File: src/rtl/assert_macros.svh
// Assertion helpers shared by the RTL. Both macros assume a clock named clk_i
// and an active-low reset named rst_ni in the module that uses them.
`ifndef ASSERT_MACROS_SVH
`define ASSERT_MACROS_SVH
`ifndef SYNTH
`define WFD_ASSERT(name, prop) \
  name: assert property (@(posedge clk_i) disable iff (!rst_ni) (prop)) \
    else $error("wfd assertion failed");
`define WFD_ASSERT_MSG(name, prop, msg) \
  name: assert property (@(posedge clk_i) disable iff (!rst_ni) (prop)) \
    else $error(msg);
`else
`define WFD_ASSERT(name, prop)
`define WFD_ASSERT_MSG(name, prop, msg)
`endif
`endif

File: src/rtl/wfd_pkg.sv
`default_nettype none
package wfd_pkg;

  // Configuration register map.
  localparam int CFG_IDX_BITS = 8;
  localparam logic [CFG_IDX_BITS-1:0] REG_SLOW_STEP = 8'd0;
  localparam logic [CFG_IDX_BITS-1:0] REG_FAST_STEP = 8'd1;
  localparam logic [CFG_IDX_BITS-1:0] REG_DEPTH     = 8'd2;

  localparam logic [31:0] RST_SLOW_STEP = 32'd20802;
  localparam logic [31:0] RST_FAST_STEP = 32'd465282;
  localparam logic [23:0] RST_DEPTH     = 24'd8178893;

  // Modulation arithmetic.
  localparam logic signed [17:0] MIX_SLOW     = 18'sd47841;
  localparam logic signed [17:0] MIX_FAST     = 18'sd17695;
  localparam logic [33:0]        BIAS_Q31     = 34'd2254857830;
  localparam logic [15:0]        BYPASS_LIMIT = 16'd7;

  // Quarter-wave sine table.
  localparam int SINE_ENTRIES = 256;
  localparam int SINE_BITS    = $clog2(SINE_ENTRIES);
  localparam longint SINE_DIV = 2 * SINE_ENTRIES;
  localparam longint Q30_ONE  = 64'sd1073741824;
  localparam longint PI_Q30   = 64'sd3373259426;
  localparam longint TAYLOR_DIV [7] = '{6, 20, 42, 72, 110, 156, 210};

  typedef logic [15:0] sine_rom_t [SINE_ENTRIES];

  function automatic logic [15:0] quarter_sine(input int unsigned k);
    longint x;
    longint x2;
    longint term;
    longint sum;
    longint r;
    x    = longint'(k) * PI_Q30 / SINE_DIV;
    x2   = x * x / Q30_ONE;
    term = x;
    sum  = x;
    for (int n = 0; n < 7; n++) begin
      term = -term * x2 / Q30_ONE;
      term = term / TAYLOR_DIV[n];
      sum  = sum + term;
    end
    if (sum < 0) begin
      sum = 0;
    end
    r = (sum + 16384) / 32768;
    if (r > 32767) begin
      r = 32767;
    end
    return 16'(r);
  endfunction

  function automatic sine_rom_t build_sine_rom();
    sine_rom_t rom;
    for (int k = 0; k < SINE_ENTRIES; k++) begin
      rom[k] = quarter_sine(k);
    end
    return rom;
  endfunction

  localparam sine_rom_t SINE_ROM = build_sine_rom();

  typedef enum logic [3:0] {
    ST_IDLE,
    ST_ADV,
    ST_IDX_W,
    ST_SIN_W,
    ST_SIN_F,
    ST_MIX,
    ST_MULT,
    ST_DLY,
    ST_POS,
    ST_RD_A,
    ST_RD_B,
    ST_ACC,
    ST_FIN
  } state_e;

  typedef struct packed {
    logic load;      // capture the input word
    logic advance;   // step phases, write the rings, scale depth
    logic idx_en;    // form a sine table index
    logic idx_sel;   // 0: wow phase, 1: flutter phase
    logic sin_w_en;
    logic sin_f_en;
    logic mixa_en;
    logic mixb_en;
    logic mult_en;
    logic dly_en;
    logic pos_en;
    logic rd_en;
    logic rd_sel_b;  // 0: read tap A, 1: read tap B
    logic term_en;
    logic acc_en;
    logic finish;    // load the output register, advance the write pointer
  } cmd_t;

  typedef struct packed {
    logic bypass;
    logic out_free;
  } status_t;

endpackage
`default_nettype wire

File: src/rtl/wfd_ctrl.sv
`default_nettype none
module wfd_ctrl (
  input  wire logic             clk_i,
  input  wire logic             rst_ni,
  input  wire logic             in_valid_i,
  output logic                  in_stall_o,
  input  wire wfd_pkg::status_t status_i,
  output wfd_pkg::cmd_t         cmd_o
);
  import wfd_pkg::*;

  state_e state_q, state_d;

  always_ff @(posedge clk_i or negedge rst_ni) begin
    if (!rst_ni) begin
      state_q <= ST_IDLE;
    end else begin
      state_q <= state_d;
    end
  end

  always_comb begin
    state_d    = state_q;
    cmd_o      = '0;
    in_stall_o = 1'b1;
    case (state_q)
      ST_IDLE: begin
        in_stall_o = 1'b0;
        if (in_valid_i) begin
          cmd_o.load = 1'b1;
          state_d    = ST_ADV;
        end
      end
      ST_ADV: begin
        cmd_o.advance = 1'b1;
        state_d = status_i.bypass ? ST_FIN : ST_IDX_W;
      end
      ST_IDX_W: begin
        cmd_o.idx_en = 1'b1;
        state_d = ST_SIN_W;
      end
      ST_SIN_W: begin
        // Look up the wow sine while the flutter index is formed.
        cmd_o.sin_w_en = 1'b1;
        cmd_o.idx_en   = 1'b1;
        cmd_o.idx_sel  = 1'b1;
        state_d = ST_SIN_F;
      end
      ST_SIN_F: begin
        cmd_o.sin_f_en = 1'b1;
        cmd_o.mixa_en  = 1'b1;
        state_d = ST_MIX;
      end
      ST_MIX: begin
        cmd_o.mixb_en = 1'b1;
        state_d = ST_MULT;
      end
      ST_MULT: begin
        cmd_o.mult_en = 1'b1;
        state_d = ST_DLY;
      end
      ST_DLY: begin
        cmd_o.dly_en = 1'b1;
        state_d = ST_POS;
      end
      ST_POS: begin
        cmd_o.pos_en = 1'b1;
        state_d = ST_RD_A;
      end
      ST_RD_A: begin
        cmd_o.rd_en = 1'b1;
        state_d = ST_RD_B;
      end
      ST_RD_B: begin
        cmd_o.rd_en    = 1'b1;
        cmd_o.rd_sel_b = 1'b1;
        cmd_o.term_en  = 1'b1;
        state_d = ST_ACC;
      end
      ST_ACC: begin
        cmd_o.acc_en = 1'b1;
        state_d = ST_FIN;
      end
      ST_FIN: begin
        if (status_i.out_free) begin
          cmd_o.finish = 1'b1;
          state_d = ST_IDLE;
        end
      end
      default: begin
        state_d = ST_IDLE;
      end
    endcase
  end

endmodule
`default_nettype wire

File: config.mk
export PLATFORM = sky130hd
export DESIGN_NAME = wfd_ctrl
export DESIGN_NICKNAME = d
export VERILOG_FILES = /design/src/rtl/assert_macros.svh /design/src/rtl/wfd_pkg.sv /design/src/rtl/wfd_ctrl.sv
export SDC_FILE = /design/constraint.sdc
export NUM_CORES = 1
export LEC_CHECK = 0
export BUFFER_PORTS_ARGS = -buffer_cell sky130_fd_sc_hd__buf_2
export CAP_MARGIN = 20
export CORE_AREA = 2 2 39 41
export CTS_CLUSTER_SIZE = 20
export DETAILED_ROUTE_END_ITERATION = 6
export DIE_AREA = 0 0 41 43
export MAX_ROUTING_LAYER = met4
export PLACE_DENSITY_LB_ADDON = 0.12
export SKIP_CTS_REPAIR_TIMING = 1
export SYNTH_ARGS = -nofsm -noshare
export SYNTH_HDL_FRONTEND = slang
export SYNTH_SLANG_ARGS = --single-unit
File: constraint.sdc
create_clock -name clk_i -period 3.4 [get_ports clk_i]
set_clock_uncertainty 0.15 [all_clocks]
set_input_delay 0.68 -clock clk_i [delete_from_list [all_inputs] [get_ports clk_i]]
set_output_delay 0.68 -clock clk_i [all_outputs]
set_load 0.005 [all_outputs]
# ---- Word-level counts from Yosys, hierarchy flattened
# Cells that the tools add are included.
dict set report totals {
  register_bits 4
  in_bits 5
  output_inout_bits 17
  elab_cells 39
}
dict set report classes {
  n_eq_ne 14
  muxes 20
  n_reduce_logical 4
}
# op count
set op_table {}
lappend op_table {{$pmux W4 S13} 1}
lappend op_table {{$eq A4 B4 Y1 const B} 5}
lappend op_table {{$eq A4 B3 Y1 const B} 4}
lappend op_table {{$mux W1} 13}
lappend op_table {{$mux W4} 3}
lappend op_table {{$eq A4 B2 Y1 const B} 2}
lappend op_table {{$mux W2} 3}
lappend op_table {{$eq A4 B1 Y1 const B} 1}
lappend op_table {{$logic_not A4 Y1} 1}
lappend op_table {{$ne A2 B2 Y1 const B} 2}
lappend op_table {{$reduce_or A2 Y1} 2}
lappend op_table {{$reduce_and A2 Y1} 1}

# ---- Longest topological paths before layout
# Gate-level depths: netlist (run 1).
dict set report logic_depth {
  depth_word 3
  mapped_depth 4
  mapped_depth_nobuf 3
}

# ---- Worst setup path before layout (run 1)
# OpenSTA, ideal clock, no wires.
dict set report synth_path {
  path_kind {reg2out}
  from {register state_q[2]}
  to {output port cmd_o[3] (netlist name)}
  arrival_time_ps 1025
  t_required_ps 2570
  slack_ps 1545
  stages_incl_launch_ff 5
  n_path_buf 2
  cell_sequence {dfrtp_1 > buf_2 > nand2b_1 > nor2_1 > buf_4}
}
# element line
set synth_rtl {}
lappend synth_rtl {{from (decl)} wfd_ctrl.sv:12} ;# state_e state_q, state_d;
lappend synth_rtl {{from (signal assigned)} wfd_ctrl.sv:18} ;# state_q <= state_d;
lappend synth_rtl {{to (decl)} wfd_ctrl.sv:8} ;# output wfd_pkg::cmd_t cmd_o

==> impl_metrics.toml, run 1 <==
[clock_network]
cts_made_buffers = 3
clk_pin_slew_ns = 0.04
htree_levels = 1
cts.sinks = 4
cts_root_buf = "clkbuf_4"
clk_path_buf_depth = 2
cts_tree = "built"
clk-insertion-delay-late_ns = 0.23

[grt]
grt_pass1_wl_um = 1380
antenna_found_initial = 0
grt_max_degree = 15
grt_pass1_vias = 342
grt_overflow = 0
grt_usage_pct = 12.0

[floorplanning]
rows = 14
die-height_um = 43
start_util_pct = 26.9
die_area_mm2 = 0.00176
die_w_um = 41
core_mm2 = 0.00138
boundaryPins = 22

[yosys]
ys_seq_area_share_pct = 26.8
ys_ff_latch = 4
syn_area_um2 = 373
syn-num-nets = 52
syn_inst = 47
avgSynthCellArea_um2 = 7.93
ys_types = 22
synth_warnings = 0

[worst_setup_path]
critical_path_arrival_ns = 1.39
crit_start = "state_q[2]"
crit_type = "register to primary output"
end_kind = "primary output"
cp_max_fo = 13
r2r_start = "state_q[3]"
start_kind = "register"
required_ns = 2.57

[sta]
fin_hold_ws_ns = 0.0941
layout_min_cycle_time_ns = 2.22
min_period_over_period_pct = 65.4
setup_tns_ns = 0
hold_violations = 0
fmax_ghz = 0.450
worst_slack_ns = 1.18
slew_headroom_pct = 69.4
slew_violations = 0
tightestPinTransition_ns = 0.460
setup_violations = 0
rsz0062_at_grt = "false"

[routing]
vias_per_cell = 4.90
num_vias = 392
ant_nets = 0
drtPass1Iterations = 3
routed_wl_um = 876
wl_per_cell_um = 11.0
drt_iter0_drc = 6
drc = 0

[layout]
drive_gt1_share_pct = 43.8
top_register = "state_q"
nNetsFinal = 71
areaGrowthSynthToFinish_pct = 26.5
largest_reg_flops = 4
fin_area_um2 = 472
top_regs = "state_q (4)"
antenna_cells = 0

[status]
outcome = "complete, no violations"

[placed_design]
place_hpwl_um = 654
gp_congestion = 0.683
pre_cts_ws_ns = 1.41
placed_area_um2 = 449
io_buffer_count = 21

[worst_hold_path]
worst_hold_path_type = "input pin to async pin"

[pwr]
p_leak_nw = 0.249
power_density_mw_per_mm2 = 931
max-vdd-ir-drop_uv = 557
power.total_uw = 439

[run]
maxCapViolCount = 0
-- worst max-delay path, stage by stage, from the launching register on --
cell	delay [ns]
dfrtp_1	0.59
nand2b_1	0.21
nor3_1	0.21
buf_2	0.15
-- metrics by stage --
step / cells / util, %
after floorplan: 47 / -
final: 80 / 34.1
after global placement: 77 / 32.5
after global routing: 80 / 34.1
after CTS: 80 / 34.1
after detailed placement: 77 / 32.5
-- Yosys cell counts --
| master | instances | area share (%) |
|---|---|---|
| a21oi_1 | 2 | 2.7 |
| nand2b_1 | 6 | 10 |
| a22o_1 | 1 | 2.3 |
| and3_1 | 1 | 1.7 |
| a221oi_2 | 1 | 4.0 |
| nor2_1 | 6 | 6.0 |
| buf_4 | 3 | 6.0 |
| a21o_1 | 1 | 2.0 |
| and2_1 | 1 | 1.7 |
| nand2_1 | 3 | 3.0 |
| mux2i_1 | 1 | 2.7 |
| nor3b_1 | 1 | 2.0 |
| nor3_1 | 5 | 6.7 |
| o21ai_1 | 2 | 2.7 |
| a211oi_2 | 1 | 3.4 |
| dfrtp_1 | 4 | 27 |
| nor4_2 | 1 | 3.4 |
| and4_1 | 1 | 2.3 |
| nor2_2 | 1 | 1.7 |
| buf_2 | 3 | 4.0 |
| nor2b_1 | 1 | 1.7 |
| buf_6 | 1 | 3.0 |
-- final cells by class --
type / count / area (um2)
tap: 16 / 20.0
sequential: 4 / 100
timing repair buffer: 21 / 105
clock buffer: 3 / 22.5
fill: 155 / 912
multi-input combinational: 36 / 224
-- report_power, final --
group / switching [mW] / internal, mW / leakage [nW]
Sequential: 0.0881 / 0.0713 / 0.0487
Clock: 0.0201 / 0.0395 / 0.0138
Combinational: 0.102 / 0.118 / 0.186
Total: 0.210 / 0.229 / 0.249
-- worst paths after layout --
check                             endpoint  slack [ns]  depth (start not counted)
worst max-delay path              cmd_o[9]        1.18                          3
worst min-delay path            state_q[2]        0.09                          1
worst max register to register  state_q[3]        1.96                          3
worst min register to register  state_q[0]        0.55                          1
max in group asynchronous       state_q[0]        2.89                          1
min in group clk_i              state_q[0]        0.55                          1
-- cells by family (layout without fill, tap and decap cells) --
logic type,after synthesis,in the layout,synth area share [%]
buf+inv,7,24,13.1
simple gates,27,27,40.3
compound gates,8,8,17.1
mux,1,1,2.68
flops,4,4,26.8
-- cells in the final DEF, fill, tap and decap left out, types with 2 or more instances in the layout --
cell      netlist  layout
nand2b_1        6       6
nor2_1          6       6
clkbuf_4        0       3
nor3_1          5       5
nand2_1         3       3
dfrtp_1         4       4
a21oi_1         2       2
buf_2           3      21
o21ai_1         2       2
-- layer usage --
| layer | share of wire (%) | routed length [um] | global-route usage [%] |
|---|---|---|---|
| met1 | 43 | 376 | 13.6 |
| met2 | 48 | 419 | 17.5 |
| met3 | 7.5 | 66 | 6.28 |
| met4 | 1.5 | 13 | 4.00 |
| met5 | 0 | 0 | - |
No activity file was read; power rests on OpenSTA's default activity.
==> inputs of run 2 (changes only) <==
Settings changed: ABC_AREA set to 1.
Clock period 3.4 ns to 1.9 ns, I/O delays scaled along.
==> impl_metrics.toml, run 2 <==
[yosys]
syn_inst = 58
synth_top_area_share_pct = 29.7
synth_warnings = 0
ys_ff_latch = 4
syn-num-nets = 63
synthArstFlopShare_pct = 100
ys_seq_area_share_pct = 29.7
ys_types = 12
avgSynthCellArea_um2 = 5.80
synth_edf_count = 0
syn_area_um2 = 337
synthTopCellsByCount = "nor2_1 (16), inv_1 (11), nand2_1 (11)"
synth_top_flop_cell = "dfrtp_1"
yosysTopAreaCell = "dfrtp_1"
yosysMostFrequentCell = "nor2_1"
synth_area_leaders = "dfrtp_1 (30%), nor2_1 (18%), inv_1 (12%)"

[placed_design]
gp_congestion = 0.747
io_buffer_count = 21
place_inst = 92
place_hpwl_um = 713

[sta]
tightestPinTransition_ns = 0.191
hold_violations = 0
fmax_ghz = 0.570
setup_tns_ns = 0
rsz0062_at_grt = "false"
min_period_over_period_pct = 92.3
fin_hold_ws_ns = 0.309
slew_violations = 0
slew_headroom_pct = 87.3
layout_min_cycle_time_ns = 1.75
setup_violations = 0

[routing]
wl_per_cell_um = 8.76
topRoutingLayerUsed = "met4"
met3_length_um = 44
ant_nets = 0
num_vias = 420
drt_iter0_drc = 7
drtPass1Iterations = 4
wl_met1_um = 367
drc = 0
vias_per_cell = 4.38
met2_length_um = 414
routed_wl_um = 841

[layout]
layout_commonest_cell = "buf_2"
fill_cells = 166
top_register = "state_q"
drive_gt1_share_pct = 35.0
nNetsFinal = 87
largest_reg_flops = 4
final_cell_mix = "buf_2 (21), nor2_1 (14), inv_1 (11), nand2_1 (11), nand3_1 (6)"
fin_util_pct = 34.4
top_regs = "state_q (4)"
areaGrowthSynthToFinish_pct = 41.6
regArea_um2 = 100
multi_input_area_um2 = 178
antenna_cells = 0
finalNonFillerCells = 96

[grt]
grt_overflow = 0
grt_max_degree = 6
grt_usage_pct = 10.8
antenna_found_initial = 0
grt_pass1_vias = 325
grt_pass1_wl_um = 1200

[floorplanning]
core_mm2 = 0.00138
die_w_um = 41
die-height_um = 43
boundaryPins = 22
start_util_pct = 24.3
die_area_mm2 = 0.00176
rows = 14

[clock_network]
cts_tree = "built"
clk_pin_slew_ns = 0.04
cts.sinks = 4
cts_root_buf = "clkbuf_4"
htree_levels = 1
cts_made_buffers = 3
clk-insertion-delay-late_ns = 0.23
clk_path_buf_depth = 2

[worst_setup_path]
end_kind = "primary output"
critical_path_arrival_ns = 1.22
crit_type = "register to primary output"
start_kind = "register"
required_ns = 1.37
cp_max_fo = 5

[run]
maxCapViolCount = 0

[pwr]
p_leak_nw = 0.311
power_density_mw_per_mm2 = 1520
max-vdd-ir-drop_uv = 610

[worst_hold_path]
worst_hold_path_type = "input pin to register"

[status]
outcome = "complete, no violations"
==> run 2: changes by cell type in the layout (fill, tap and decap cells not counted), moves of 2 or more <==
cell	change
nor2_1	+8
inv_1	+11
nand3_1	+6
o21ai_1	-2
nor3_1	-4
nand2_1	+8
nor2_2	+3
nand2b_1	-6
==> run 2: cells by family after synthesis <==
group | Yosys count | synth area share, %
simple gates | 37 | 46.5
compound gates | 3 | 4.83
buf+inv | 14 | 19.0
flops | 4 | 29.7
==> run 2: worst max-delay path: stages, from the launching register on <==
cell and delay (ns):
dfrtp_1 0.41, nor2_2 0.21, inv_1 0.10, nor3_1 0.13
buf_2 0.14
==> run 2: metal layers <==
| layer | track usage (%) | vias up |
|---|---|---|
| li1 | - | 221 |
| met1 | 11.0 | 184 |
| met2 | 15.6 | 13 |
| met3 | 3.14 | 2 |
| met4 | 10.0 | 0 |
| met5 | - | - |
==> run 2: layout make-up <==
class	count	share of cell area, %
repair buffers	22	24.1
flip-flops and latches	4	21.0
multi-input cells	40	37.3
inverters	11	8.66
well taps	16	4.20
clock buffers	3	4.72
==> run 2: report_power, final <==
group	switching [mW]	internal, mW
Clock	0.0333	0.0706
Sequential	0.0526	0.127
Combinational	0.275	0.167
==> run 2: through the flow <==
stage	power [mW]	area, um2	worst slack (ns)
global placement	0.627	439	0.371
floorplan	0.476	337	0.399
detailed placement	0.614	439	0.357
finish	0.726	477	0.146
CTS	0.724	462	0.0957
global route	0.806	477	0.00632
==> run 2: final timing paths <==
| check | cells past startpoint | start | endpoint | slack (ns) |
|---|---|---|---|---|
| max reg2reg | 5 | state_q[3] | state_q[2] | 0.72 |
| min in group asynchronous | 2 | rst_ni | state_q[1] | 0.32 |
| min | 3 | status_i[1] | state_q[1] | 0.31 |
| min reg2reg | 3 | state_q[3] | state_q[1] | 0.47 |
| max | 4 | state_q[0] | cmd_o[0] | 0.15 |
| max in group asynchronous | 2 | rst_ni | state_q[3] | 1.16 |
==> inputs of run 3 (changes only) <==
Settings changed: CAP_MARGIN 20 to not set, CORE_AREA 2 2 39 41 to 5 5 42 44, DIE_AREA 0 0 41 43 to 0 0 47 49.
==> impl_metrics.toml, run 3 (same netlist as run 2, synthesis figures left out) <==
[layout]
nNetsFinal = 87
antenna_cells = 0
areaGrowthSynthToFinish_pct = 41.6
layout_commonest_cell = "buf_2"
finalNonFillerCells = 96
top_regs = "state_q (4)"
final_cell_mix = "buf_2 (21), nor2_1 (14), inv_1 (11), nand2_1 (11), nand3_1 (6)"
top_register = "state_q"
drive_gt1_share_pct = 35.0
largest_reg_flops = 4

[clock_network]
cts_made_buffers = 3
cts.sinks = 4
clk_pin_slew_ns = 0.04
clk_path_buf_depth = 2
clk-insertion-delay-late_ns = 0.23
cts_tree = "built"
cts_root_buf = "clkbuf_4"
htree_levels = 1

[routing]
wl_per_cell_um = 9.36
routed_wl_um = 899
vias_per_cell = 4.24
num_vias = 407
drt_iter0_drc = 4
ant_nets = 0
drc = 0
drtPass1Iterations = 2

[status]
outcome = "complete, no violations"

[floorplanning]
die_w_um = 47
start_util_pct = 24.0
die_area_mm2 = 0.00230
boundaryPins = 22
rows = 14
core_mm2 = 0.00140
die-height_um = 49

[sta]
tightestPinTransition_ns = 0.217
hold_violations = 0
layout_min_cycle_time_ns = 1.74
min_period_over_period_pct = 91.4
fmax_ghz = 0.576
rsz0062_at_grt = "false"
slew_violations = 0
worst_slack_ns = 0.164
fin_hold_ws_ns = 0.295
slew_headroom_pct = 85.5
setup_tns_ns = 0
setup_violations = 0

[placed_design]
gp_congestion = 0.734
pre_cts_ws_ns = 0.306
io_buffer_count = 21
place_inst = 92
place_hpwl_um = 804

[pwr]
p_int_uw = 365
power_density_mw_per_mm2 = 1500
power.total_uw = 717
power_switching_uw = 352
max-vdd-ir-drop_uv = 516
p_leak_nw = 0.311
switching_share_pct = 49.1
p_comb_share_pct = 60.9
p_clk_share_pct = 14.0
pwr-share-seq_pct = 25.1

[worst_setup_path]
critical_path_arrival_ns = 1.21
rrSetupSlack_ns = 0.73
required_ns = 1.37
start_kind = "register"
end_kind = "primary output"
cp_max_fo = 5
crit_type = "register to primary output"

[grt]
grt_pass1_vias = 400
antenna_found_initial = 0
grt_pass1_wl_um = 1570
grt_max_degree = 6
grt_usage_pct = 9.42
grt_overflow = 0

[run]
maxCapViolCount = 0

[worst_hold_path]
worst_hold_path_type = "input pin to register"
[run 3: cell counts in the layout (fill, tap and decap cells not counted)]
Identical to the previous run, type by type.
[run 3: worst paths after layout]
kind,from,cells after the start,end
worst max-delay path,state_q[1],6,cmd_o[4]
worst max register to register,state_q[0],4,state_q[0]
max in group asynchronous,rst_ni,2,state_q[1]
worst min register to register,state_q[3],3,state_q[1]
min in group asynchronous,rst_ni,2,state_q[0]
worst min-delay path,status_i[1],3,state_q[2]
[run 3: layer usage]
metal | wire length (um) | share of wire [%] | track usage [%]
met5 | 0 | 0 | -
met4 | 0 | 0 | 4.15
met3 | 88 | 9.8 | 3.69
met2 | 450 | 50 | 14.9
met1 | 360 | 40 | 10.0
[run 3: layout make-up]
class | count | area [um2]
Fill cell | 171 | 925
Multi-Input combinational cell | 40 | 178
Timing Repair Buffer | 22 | 115
Sequential cell | 4 | 100
Inverter | 11 | 41.3
Clock buffer | 3 | 22.5
Tap cell | 16 | 20.0
[run 3: power by group through the flow]
| stage | Combinational, mW | Sequential, mW | Clock (mW) |
|---|---|---|---|
| 2_1_floorplan | 0.309 | 0.167 | 0 |
| 3_3_place_gp | 0.447 | 0.179 | 0 |
| 3_5_place_dp | 0.438 | 0.176 | 0 |
| 4_1_cts | 0.440 | 0.175 | 0.106 |
| 5_1_grt | 0.505 | 0.190 | 0.121 |
| 6_report | 0.437 | 0.180 | 0.101 |
[run 3: stage by stage]
stage          instance area (um2)  util, %
3_5_place_dp                   439     31.3
3_3_place_gp                   439     31.3
6_report                       477     34.0
2_1_floorplan                  337        -
4_1_cts                        462     32.9
5_1_grt                        477     34.0
[run 3: critical path, cell delays in order, from the launching register on]
cell and delay [ns]:
dfrtp_1 0.42, inv_1 0.13, nand2_1 0.10, nand2_1 0.10, nand2_1 0.07, inv_1 0.05
buf_2 0.10
